<file path="src/rtl/scfp_pkg.sv">
// ----------------------------------------------------------------------------
// scfp_pkg
// Shared constants and types of the servo channel frame parser.
// ----------------------------------------------------------------------------
package scfp_pkg;

  localparam int BYTE_W      = 8;
  localparam int SUM_W       = 16;
  localparam int CH_IDX_W    = 4;
  localparam int POS_W       = 6;

  // frame layout
  localparam int STORE_DEPTH   = 14;
  localparam int CHANNEL_COUNT = 14;
  localparam int POS_CSUM_LO   = 30;
  localparam int POS_CSUM_HI   = 31;

  localparam logic [BYTE_W-1:0] LEN_BYTE = 8'h20;
  localparam logic [BYTE_W-1:0] CMD_BYTE = 8'h40;
  localparam logic [SUM_W-1:0]  SUM_INIT = 16'hFFFF;

  // control word for the checksum unit
  typedef struct packed {
    logic              load;     // restart from the initial sum
    logic              sub;      // subtract the operand this cycle
    logic [BYTE_W-1:0] operand;
  } sum_ctrl_t;

endpackage

</file>
<file path="src/rtl/scfp_byte_if.sv">
// ----------------------------------------------------------------------------
// scfp_byte_if
// Valid/ready channel carrying one received serial byte per item.
// ----------------------------------------------------------------------------
interface scfp_byte_if;
  logic                          valid;
  logic                          ready;
  logic [scfp_pkg::BYTE_W-1:0]   data_byte;

  modport source (output valid, output data_byte, input ready);
  modport sink   (input valid, input data_byte, output ready);
endinterface

</file>
<file path="src/rtl/scfp_chan_if.sv">
// ----------------------------------------------------------------------------
// scfp_chan_if
// Valid/ready channel carrying one decoded channel value per item.
// ----------------------------------------------------------------------------
interface scfp_chan_if;
  logic                          valid;
  logic                          ready;
  logic [scfp_pkg::CH_IDX_W-1:0] channel_index;
  logic [scfp_pkg::SUM_W-1:0]    channel_value;
  logic                          last_channel;

  modport source (output valid, output channel_index, output channel_value,
                  output last_channel, input ready);
  modport sink   (input valid, input channel_index, input channel_value,
                  input last_channel, output ready);
endinterface

</file>
<file path="src/rtl/scfp_checksum.sv">
// ----------------------------------------------------------------------------
// scfp_checksum
// Running frame checksum: one shared subtractor plus an equality compare.
// ----------------------------------------------------------------------------
module scfp_checksum (
  input  logic                        clk,
  input  logic                        rst,
  input  scfp_pkg::sum_ctrl_t         ctrl,
  input  logic [scfp_pkg::SUM_W-1:0]  check_word,
  output logic                        match
);

  logic [scfp_pkg::SUM_W-1:0] running_sum;
  logic [scfp_pkg::SUM_W-1:0] running_sum_next;
  logic [scfp_pkg::SUM_W-1:0] base;
  logic [scfp_pkg::SUM_W-1:0] subtrahend;

  always_comb begin
    base       = ctrl.load ? scfp_pkg::SUM_INIT : running_sum;
    subtrahend = ctrl.sub ? {{(scfp_pkg::SUM_W-scfp_pkg::BYTE_W){1'b0}}, ctrl.operand}
                          : '0;
    running_sum_next = base - subtrahend;
  end

  always_ff @(posedge clk) begin
    if (rst) begin
      running_sum <= scfp_pkg::SUM_INIT;
    end else if (ctrl.load || ctrl.sub) begin
      running_sum <= running_sum_next;
    end
  end

  assign match = (check_word == running_sum);

endmodule

</file>
<file path="src/rtl/servo_channel_frame_parser.sv">
// ----------------------------------------------------------------------------
// servo_channel_frame_parser
// Receive-side parser for 32-byte, 14-channel servo frames.
// ----------------------------------------------------------------------------
// byte_in takes one serial byte per item. The parser hunts for the length
// byte, expects the command byte next, then gathers 28 payload bytes into a
// 14-entry channel store and 2 checksum bytes. The checksum is kept by a
// single subtractor, one byte per cycle while the parser is receiving.
// When the second checksum byte matches, chan_out delivers the channels as
// a run of CHANNEL_COUNT items, index 0 first, last_channel set on the final
// one. The state register moves to emitting on the checksum byte, and the
// first item is then loaded into the output register; after that one item
// per cycle while chan_out.ready is high. byte_in.ready is low until the
// final item of the run has been loaded into the output register.
// A stall on chan_out holds the current item and pauses the run.
// A failed frame yields nothing and hunting restarts.
// Reset (synchronous, active high) returns to hunting and clears the output
// valid; the channel store is not cleared.
// ----------------------------------------------------------------------------
module servo_channel_frame_parser (
  input  logic       clk,
  input  logic       rst,
  scfp_byte_if.sink  byte_in,
  scfp_chan_if.source chan_out
);

  localparam logic ST_RECV = 1'b0;
  localparam logic ST_EMIT = 1'b1;

  logic                            state;
  logic [scfp_pkg::POS_W-1:0]      frame_position;
  logic [scfp_pkg::BYTE_W-1:0]     low_byte_hold;
  logic [scfp_pkg::CH_IDX_W-1:0]   emit_index;
  logic [scfp_pkg::SUM_W-1:0]      channel_store [scfp_pkg::STORE_DEPTH];

  logic                            out_valid;
  logic [scfp_pkg::CH_IDX_W-1:0]   out_index;
  logic [scfp_pkg::SUM_W-1:0]      out_value;
  logic                            out_last;

  scfp_pkg::sum_ctrl_t             sum_ctrl;
  logic                            sum_match;
  logic                            take;
  logic                            load_out;
  logic                            emit_last;
  logic [scfp_pkg::BYTE_W-1:0]     b;
  logic [scfp_pkg::CH_IDX_W-1:0]   wr_index;
  logic                            in_payload;

  assign byte_in.ready = (state == ST_RECV);
  assign take          = byte_in.valid && byte_in.ready;
  assign b             = byte_in.data_byte;
  assign load_out      = (state == ST_EMIT) && (!out_valid || chan_out.ready);
  assign emit_last     = (emit_index == scfp_pkg::CH_IDX_W'(scfp_pkg::CHANNEL_COUNT - 1));
  assign in_payload    = (frame_position >= scfp_pkg::POS_W'(2)) &&
                         (frame_position <  scfp_pkg::POS_W'(scfp_pkg::POS_CSUM_LO));
  // store slot for an odd payload position: (pos - 2) / 2
  assign wr_index      = frame_position[4:1] - scfp_pkg::CH_IDX_W'(1);

  always_comb begin
    sum_ctrl.load    = 1'b0;
    sum_ctrl.sub     = 1'b0;
    sum_ctrl.operand = b;
    if (take) begin
      if (frame_position == '0) begin
        sum_ctrl.load = (b == scfp_pkg::LEN_BYTE);
        sum_ctrl.sub  = (b == scfp_pkg::LEN_BYTE);
      end else if (frame_position == scfp_pkg::POS_W'(1)) begin
        sum_ctrl.sub  = (b == scfp_pkg::CMD_BYTE);
      end else if (in_payload) begin
        sum_ctrl.sub  = 1'b1;
      end
    end
  end

  scfp_checksum u_checksum (
    .clk        (clk),
    .rst        (rst),
    .ctrl       (sum_ctrl),
    .check_word ({b, low_byte_hold}),
    .match      (sum_match)
  );

  // frame sequencer
  always_ff @(posedge clk) begin
    if (rst) begin
      state          <= ST_RECV;
      frame_position <= '0;
      low_byte_hold  <= '0;
      emit_index     <= '0;
    end else begin
      unique case (state)
        ST_RECV: begin
          if (take) begin
            if (frame_position == '0) begin
              if (b == scfp_pkg::LEN_BYTE) frame_position <= scfp_pkg::POS_W'(1);
            end else if (frame_position == scfp_pkg::POS_W'(1)) begin
              // a wrong command byte is dropped, not rechecked as a length byte
              frame_position <= (b == scfp_pkg::CMD_BYTE) ? scfp_pkg::POS_W'(2) : '0;
            end else if (in_payload) begin
              if (!frame_position[0]) low_byte_hold <= b;
              frame_position <= frame_position + scfp_pkg::POS_W'(1);
            end else if (frame_position == scfp_pkg::POS_W'(scfp_pkg::POS_CSUM_LO)) begin
              low_byte_hold  <= b;
              frame_position <= scfp_pkg::POS_W'(scfp_pkg::POS_CSUM_HI);
            end else begin
              frame_position <= '0;
              if (sum_match) begin
                state      <= ST_EMIT;
                emit_index <= '0;
              end
            end
          end
        end
        ST_EMIT: begin
          if (load_out) begin
            if (emit_last) begin
              state <= ST_RECV;
            end else begin
              emit_index <= emit_index + scfp_pkg::CH_IDX_W'(1);
            end
          end
        end
        default: state <= ST_RECV;
      endcase
    end
  end

  // channel store, written on the high byte of each pair
  always_ff @(posedge clk) begin
    if (take && in_payload && frame_position[0]) begin
      channel_store[wr_index] <= {b, low_byte_hold};
    end
  end

  // output register, loaded straight from the store
  always_ff @(posedge clk) begin
    if (rst) begin
      out_valid <= 1'b0;
    end else if (load_out) begin
      out_valid <= 1'b1;
    end else if (chan_out.ready) begin
      out_valid <= 1'b0;
    end
  end

  always_ff @(posedge clk) begin
    if (load_out) begin
      out_value <= channel_store[emit_index];
      out_index <= emit_index;
      out_last  <= emit_last;
    end
  end

  assign chan_out.valid         = out_valid;
  assign chan_out.channel_index = out_index;
  assign chan_out.channel_value = out_value;
  assign chan_out.last_channel  = out_last;

endmodule

</file>
<file path="src/flat_wrapper.sv">
// flat-port wrapper written by rule: the top's interface ports become plain ports
module servo_channel_frame_parser_flat 
  (clk, rst, byte_in_valid, byte_in_data_byte, byte_in_ready, chan_out_valid, chan_out_channel_index, chan_out_channel_value, chan_out_last_channel, chan_out_ready);
  scfp_byte_if byte_in_i ();
  scfp_chan_if chan_out_i ();
  input  logic clk;
  input  logic rst;
  input wire logic [$bits(byte_in_i.valid)-1:0] byte_in_valid;
  input wire logic [$bits(byte_in_i.data_byte)-1:0] byte_in_data_byte;
  output wire logic [$bits(byte_in_i.ready)-1:0] byte_in_ready;
  output wire logic [$bits(chan_out_i.valid)-1:0] chan_out_valid;
  output wire logic [$bits(chan_out_i.channel_index)-1:0] chan_out_channel_index;
  output wire logic [$bits(chan_out_i.channel_value)-1:0] chan_out_channel_value;
  output wire logic [$bits(chan_out_i.last_channel)-1:0] chan_out_last_channel;
  input wire logic [$bits(chan_out_i.ready)-1:0] chan_out_ready;
  assign byte_in_i.valid = byte_in_valid;
  assign byte_in_i.data_byte = byte_in_data_byte;
  assign byte_in_ready = byte_in_i.ready;
  assign chan_out_valid = chan_out_i.valid;
  assign chan_out_channel_index = chan_out_i.channel_index;
  assign chan_out_channel_value = chan_out_i.channel_value;
  assign chan_out_last_channel = chan_out_i.last_channel;
  assign chan_out_i.ready = chan_out_ready;
  servo_channel_frame_parser u_core (.clk(clk), .rst(rst), .byte_in(byte_in_i), .chan_out(chan_out_i));
endmodule
</file>
<file path="config.mk">
export PLATFORM = sky130hd
export DESIGN_NAME = servo_channel_frame_parser_flat
export DESIGN_NICKNAME = d
export VERILOG_FILES = /design/src/rtl/scfp_pkg.sv /design/src/rtl/scfp_byte_if.sv /design/src/rtl/scfp_chan_if.sv /design/src/rtl/scfp_checksum.sv /design/src/rtl/servo_channel_frame_parser.sv /design/src/flat_wrapper.sv
export SDC_FILE = /design/constraint.sdc
export NUM_CORES = 1
export LEC_CHECK = 0
export BUFFER_PORTS_ARGS = -buffer_cell sky130_fd_sc_hd__buf_4
export CAP_MARGIN = 10
export CORE_ASPECT_RATIO = 0.75
export CORE_UTILIZATION = 50
export DETAILED_ROUTE_END_ITERATION = 7
export PLACE_DENSITY = 0.64
export RECOVER_POWER = 25
export SYNTH_ARGS = -nofsm -noshare
export SYNTH_HDL_FRONTEND = slang
export SYNTH_SLANG_ARGS = --single-unit
</file>
<file path="constraint.sdc">
create_clock -name clk -period 3.7 [get_ports clk]
set_input_delay 0.37 -clock clk [delete_from_list [all_inputs] [get_ports clk]]
set_output_delay 0.37 -clock clk [all_outputs]
set_load 0.1 [all_outputs]
</file>
* After elaboration in Yosys (flattened, before gate mapping)
Memory sizes are Yosys's and may differ from the RTL's. A register that Yosys moved wholly into a read port is not among the register bits.
Index checks and enable logic that the tools add are counted.
** Storage, ports and cells
- Memories :: 1
- Output and inout bits :: 23
- Input bits :: 12
- Bits in registers :: 41
- Word-level logic and storage cells :: 86
- Bits in writable memories :: 224
** Memories
- u_core.channel_store :: words 14, width 16, read ports 1, clocked after Yosys merged registers in 1, write ports 1, line servo_channel_frame_parser.sv:34 : logic [scfp_pkg::SUM_W-1:0] channel_store [scfp_pkg::STORE_DEPTH];
** Operators by class
- $lt $le $gt $ge :: 2
- Equality and inequality tests :: 16
- Reduce and logical (&&, ||, !) cells :: 14
- Bitwise logic cells :: 3
- Add/sub/neg operators :: 4
- Muxes and demuxes :: 38
** Operator list (count)
- 4-bit two-way mux :: 8
- 8-bit two-way mux :: 4
- 6-bit two-way mux :: 4
- 2-bit inequality test, second input constant :: 10
- 16-bit == test :: 1
- 1-bit two-way mux :: 16
- 16-bit two-way mux :: 1
- 16-bit by 8-bit subtractor with 16-bit output :: 1
- 8-bit by 6-bit == test with 1-bit output, second input constant :: 1
- 8-bit by 7-bit == test with 1-bit output, second input constant :: 1
- 4-bit one-hot mux with 2 select lines :: 1
- 8-bit AND reduction :: 1
- 6-bit by 1-bit adder with 6-bit output, second input constant :: 1
- 6-bit by 1-bit == test with 1-bit output, second input constant :: 1
- 6-bit by 5-bit == test with 1-bit output, second input constant :: 1
- 6-bit by 2-bit greater-or-equal comparator with 1-bit output, second input constant :: 1
- 6-bit logical NOT :: 1
- 6-bit by 5-bit less-than comparator with 1-bit output, second input constant :: 1
- 6-bit AND reduction :: 1
- 1-bit logical AND :: 5
- 5-bit two-way mux :: 1
- 4-bit by 1-bit adder with 4-bit output, second input constant :: 1
- 4-bit == test, second input constant :: 1
- 2-bit two-way mux :: 2
- 7 further kinds :: 11

* Longest topological paths before layout
- Depth in word-level cells :: 8
- Mapped depth :: 15
- Mapped depth without buffers :: 14

* Modules after synthesis
A second synthesis with hierarchy kept.
** Unflattened totals
- Cell total of the unflattened synthesis :: 669
- Area total of the unflattened synthesis :: 11658.7 um^2
** Modules (own cells, without submodules)
- servo_channel_frame_parser :: area each 10284.9 um^2, sequential area each 7757.4 um^2, cells each 499, times used 1
- scfp_checksum :: area each 1373.8 um^2, sequential area each 320.3 um^2, cells each 170, times used 1

* Worst setup path before layout
OpenSTA, ideal clock, no wires.
- Path type :: register -> register
- Start :: reg u_core.frame_position[1] (netlist name)
- End :: reg u_core.u_checksum.running_sum[9] (netlist name)
- Buffers on the path :: 1
- Clock period less this slack :: 3351 ps
- Arrival time :: 3228 ps
- Cell stages (with the launch flop) :: 13
- Slack :: 349 ps
- Data required time :: 3577 ps
- Setup time :: 123 ps
- Cells stage by stage :: dfxtp_1 -> or4_1 -> o21ai_0 -> o211ai_2 -> and2_1 -> buf_2 -> nand2_1 -> ha_1 -> nor2b_1 -> o2111ai_1 -> a31oi_1 -> a2111oi_4 -> mux2_1
** On the way
- Longest elaborated chain between the ends :: 8
- Elaborated cells between the ends (all ways) :: 14
- Those cells by class :: add/sub (1); order compare (2); eq/ne (1); mux (7); reduce/logical (3)
** Ends and longest elaborated chain
- from (decl) :: line servo_channel_frame_parser.sv:31 : logic [scfp_pkg::POS_W-1:0] frame_position;
- from (signal assigned) :: line servo_channel_frame_parser.sv:96 : if (b == scfp_pkg::LEN_BYTE) frame_position <= scfp_pkg::POS_W'(1);
- from (signal assigned) :: line servo_channel_frame_parser.sv:99 : frame_position <= (b == scfp_pkg::CMD_BYTE) ? scfp_pkg::POS_W'(2) : '0;
- from (signal assigned) :: line servo_channel_frame_parser.sv:102 : frame_position <= frame_position + scfp_pkg::POS_W'(1);
- 6-bit by 2-bit greater-or-equal comparator with 1-bit output or 6-bit by 5-bit less-than comparator with 1-bit output (tied branches) :: line servo_channel_frame_parser.sv:55, servo_channel_frame_parser.sv:56
- 1-bit logical AND :: line servo_channel_frame_parser.sv:55 : assign in_payload = (frame_position >= scfp_pkg::POS_W'(2)) &&
- 1-bit two-way mux :: line servo_channel_frame_parser.sv:70 : end else if (in_payload) begin
- 1-bit two-way mux :: line servo_channel_frame_parser.sv:68 : end else if (frame_position == scfp_pkg::POS_W'(1)) begin
- 1-bit two-way mux :: line servo_channel_frame_parser.sv:65 : if (frame_position == '0) begin
- 2-bit two-way mux * :: line servo_channel_frame_parser.sv:64 : if (take) begin
- 8-bit two-way mux :: line scfp_checksum.sv:20 : subtrahend = ctrl.sub ? {{(scfp_pkg::SUM_W-scfp_pkg::BYTE_W){1'b0}}, ctrl.operand}
- 16-bit by 8-bit subtractor with 16-bit output :: line scfp_checksum.sv:22 : running_sum_next = base - subtrahend;
- to (signal assigned) :: line scfp_checksum.sv:27 : running_sum <= scfp_pkg::SUM_INIT;
- to (signal assigned) :: line scfp_checksum.sv:29 : running_sum <= running_sum_next;
- to (decl) :: line scfp_checksum.sv:13 : logic [scfp_pkg::SUM_W-1:0] running_sum;
Every way passes the cells marked *; elsewhere a longest branch is shown, timed or not.
A chain may end at the register's enable or synchronous reset.

* Final worst setup path
- Start :: reg u_core.frame_position[2] (netlist name)
- End :: reg u_core.u_checksum.running_sum[9] (netlist name)
Same word-level chain as after synthesis.

==> run summary <==
Static Leakage - 4.02 nW
WL/cell - 24.0 um
Fin Clk Skew - 17.5 ps
Simple logic cell fraction of the synthesized area - 6.71%
Combinational power share - 1.1%
Clock Latency Late Sink - 550 ps
Avg Cell Area, Syn - 17.4 um^2
Startpoint Class - flip-flop
Dominant synthesized flop cell - edfxtp_1
Post-Synthesis Cell Area - 11600 um^2
Vias per cell - 5.93
Final slew viol count - 0
Met3 WL - 1.77 mm
Hold Fails Final Rpt - 0
Worst-path clk slew - 60 ps
Met1 Wirelength - 11.0 mm
Largest family of logic cells by synthesized area - multiplexers
Synth warn - 0
Period utilization - 94.6%
DP HPWL - 15.5 mm
R2r worst-path depth - 11
Largest net degree at the start of global routing - 58
Post-synthesis xor/xnor area fraction - 1.82%
Slew @ Worst Pin - 996 ps
WL met2 - 11.7 mm
Rel. slew slack - 33.6%
RSZ-0062 raised after global routing - false
DIE AREA - 23800 um^2
First-pass GRT wire length - 38.4 mm
Post-synth net total - 693
Remaining DRCs - 0
CTS Root Cell - clkbuf_16
Clk pwr share - 42.2%
Reg2reg setup slack - 200 ps
I/O Pins - 35
Critical path required time - 4140 ps
Filler instances - 1644
CTS buffer count - 27
Sequential share of the synthesized area - 69.7%
FFs w/ async S/R, synth - 0%
Starting Density - 51.7%
Reg-to-Reg Start - u_core.frame_position[2]$_SDFFE_PP0P_
Sink Count - 281
Sw Pwr - 1.20 mW
Count leader, synth - edfxtp_1
Height of the die - 134 um
Synth Area in Compound Gates - 4.31%
GR Util All Layers - 22.1%
Area share of fa/ha/maj cells after synthesis - 1.69%
Port Buffers - 34
Vias - 6218
Reg power frac - 56.7%
Post-Syn Instances - 666
Tmin final - 3500 ps
Power Internal - 4.84 mW
MaxCap Viol Count - 0
VDD IR max - 0.000328 V
Multiplexer area fraction after synthesis - 14.1%
Yosys cell types - 59
Antenna violations before repair - 0
Layout cells sized above 1 - 27.1%
Setup bufs post-CTS - 0
Critical path endpoint category - flip-flop
Post-Route WL - 25.1 mm
NumNets Final - 761
Area leader, netlist - edfxtp_1
Pwr/cell area - 457 nW/um^2
Yosys top cell area share - 63.5%
Synthesized flop and latch total - 281
CTS tree - built
Hold Path Class - primary input to flip-flop
Core area - 22400 um^2
Die X - 178 um
Post-Route Utilization - 59.0%
Top Metal Used - met4
Number of global-route vias before repair - 6329
Pre-Repair DR Iteration Count - 5
Ant diodes - 0
Fmax - 286 MHz
Kind of critical path - flip-flop to flip-flop
CTS Buffer Depth - 3
TNS Setup - 0 ps
Grt total ovfl - 0
Largest cells by area after synthesis - edfxtp_1, mux4_2, dfxtp_1
Worst Setup SP - u_core.frame_position[2]$_SDFFE_PP0P_
Critical path arrival - 3940 ps
Worst Setup EP - u_core.u_checksum.running_sum[9]$_SDFFE_PP1P_
# rows - 47
Post-DRT Antenna Nets - 0
Synth-to-layout area growth - 14.1%
CTS Hold Bufs - 0
Final setup vio count - 0
EDFF count, synth - 245
Synth top cells by count - edfxtp_1, mux4_2, nand2_1
DR iter-0 viols - 449
Worst Hold Depth - 3
Sw Share - 19.8%
Status - complete, no violations
CP max FO - 12
Gpl congestion - 0.842
RR Endpoint - u_core.u_checksum.running_sum[9]$_SDFFE_PP1P_
Max H-tree Level - 1
repair_timing:
| item | CTS | global route |
|---|---|---|
| gates resized for setup | 0 | 5 |
| endpoints found under the setup margin | 0 | 5 |
| hold endpoints to repair | 0 | 0 |
power groups by stage:
stage / registers (mW) / logic (mW) / clock network, mW
floorplan: 3.49 / 0.0245 / 0
global placement: 3.49 / 0.0674 / 0
detailed placement: 3.49 / 0.0700 / 0
CTS: 3.42 / 0.0702 / 2.60
global route: 3.42 / 0.0713 / 2.71
finish: 3.42 / 0.0655 / 2.55
layout make-up:
type / instances / area [um^2] / share of cell area (%)
clock buffer: 31 / 691 / 5.23
sequential: 281 / 8090 / 61.2
multi-input combinational: 343 / 3380 / 25.6
tap: 294 / 368 / 2.78
clock inverter: 18 / 116 / 0.881
timing repair buffer: 70 / 526 / 3.98
inverter: 11 / 41.3 / 0.313
worst min path at each step:
stage / startpoint / to / slack [ps]
6_report: chan_out_ready / u_core.chan_out.valid$_SDFFE_PP0P_ / 140
5_1_grt: chan_out_ready / u_core.chan_out.valid$_SDFFE_PP0P_ / 160
4_1_cts: byte_in_data_byte[7] / u_core.low_byte_hold[7]$_SDFFE_PP0P_ / 120
3_5_place_dp: u_core.u_checksum.running_sum[2]$_SDFFE_PP1P_ / u_core.u_checksum.running_sum[2]$_SDFFE_PP1P_ / 510
3_3_place_gp: u_core.u_checksum.running_sum[1]$_SDFFE_PP1P_ / u_core.u_checksum.running_sum[1]$_SDFFE_PP1P_ / 490
2_1_floorplan: u_core.emit_index[3]$_SDFFE_PP0P_ / u_core.chan_out.channel_index[3]$_DFFE_PP_ / 410
registers in the layout, summed over array words and instances (netlist names):
register,cells
u_core.u_checksum.running_sum,16
u_core.frame_position,6
u_core.emit_index,4
u_core.chan_out.channel_index,4
u_core.chan_out.channel_value,16
u_core.channel_store,224
u_core.low_byte_hold,8
u_core.chan_out.valid,1
u_core.state,1
u_core.chan_out.last_channel,1
cell usage in the layout (no fill, tap or decap), drive strengths merged, types with 2 or more instances in the layout:
cell type    n
nor4         6
nor2b        3
clkinv      15
inv         12
a41oi        2
a21o         3
nand4        7
nor2        32
nand3       21
nand2b      17
edfxtp     245
a21oi       24
nand2       39
xnor2       15
o21ai       10
mux4        64
clkbuf      41
xor2         9
o211ai       7
ha          14
or4          4
a311oi       2
a22oi        2
or2          2
nor3         9
mux2        17
o21a         4
a31oi        3
and2         5
dfxtp       36
o32ai        2
nor3b        3
buf         60
a21bo        2
a211oi       2
kinds of logic (layout without fill, tap and decap cells):
logic type               count (synthesis)  count (layout)
flip-flops                             281             281
AND/OR/NAND/NOR                        151             151
multiplexers                            81              81
AO/OA/AOI/OAI                           72              72
buffers and inverters                   42             130
XOR/XNOR                                24              24
adder cells (fa/ha/maj)                 15              15
worst max-delay path: stages, from the launching register on:
cell and delay (ps):
dfxtp_1 430, or4_1 580, o21ai_0 230, o211ai_2 140, and2_1 250, nand2_1 110, ha_1 280, or2_2 280
a21oi_1 270, a31oi_4 100, a2111oi_4 380, mux2_1 340
stage by stage:
step | power, mW | instance area (um^2) | cells | setup WS (ps) | hold WS (ps)
2_1_floorplan | 3.51 | 11600 | 666 | 349 | 406
3_3_place_gp | 3.55 | 12400 | 999 | 173 | 490
3_5_place_dp | 3.56 | 12400 | 999 | 66.4 | 505
4_1_cts | 6.09 | 13200 | 1048 | 127 | 119
5_1_grt | 6.20 | 13200 | 1048 | 7.90 | 164
6_report | 6.03 | 13200 | 1048 | 201 | 141
per-layer routing:
layer  GRT usage [%]  up-vias
met5               0        -
met4            6.70        0
met3            3.40       44
met2            34.2      223
met1            32.7     3167
li1                -     2784
(Power assumes the default switching activity.)
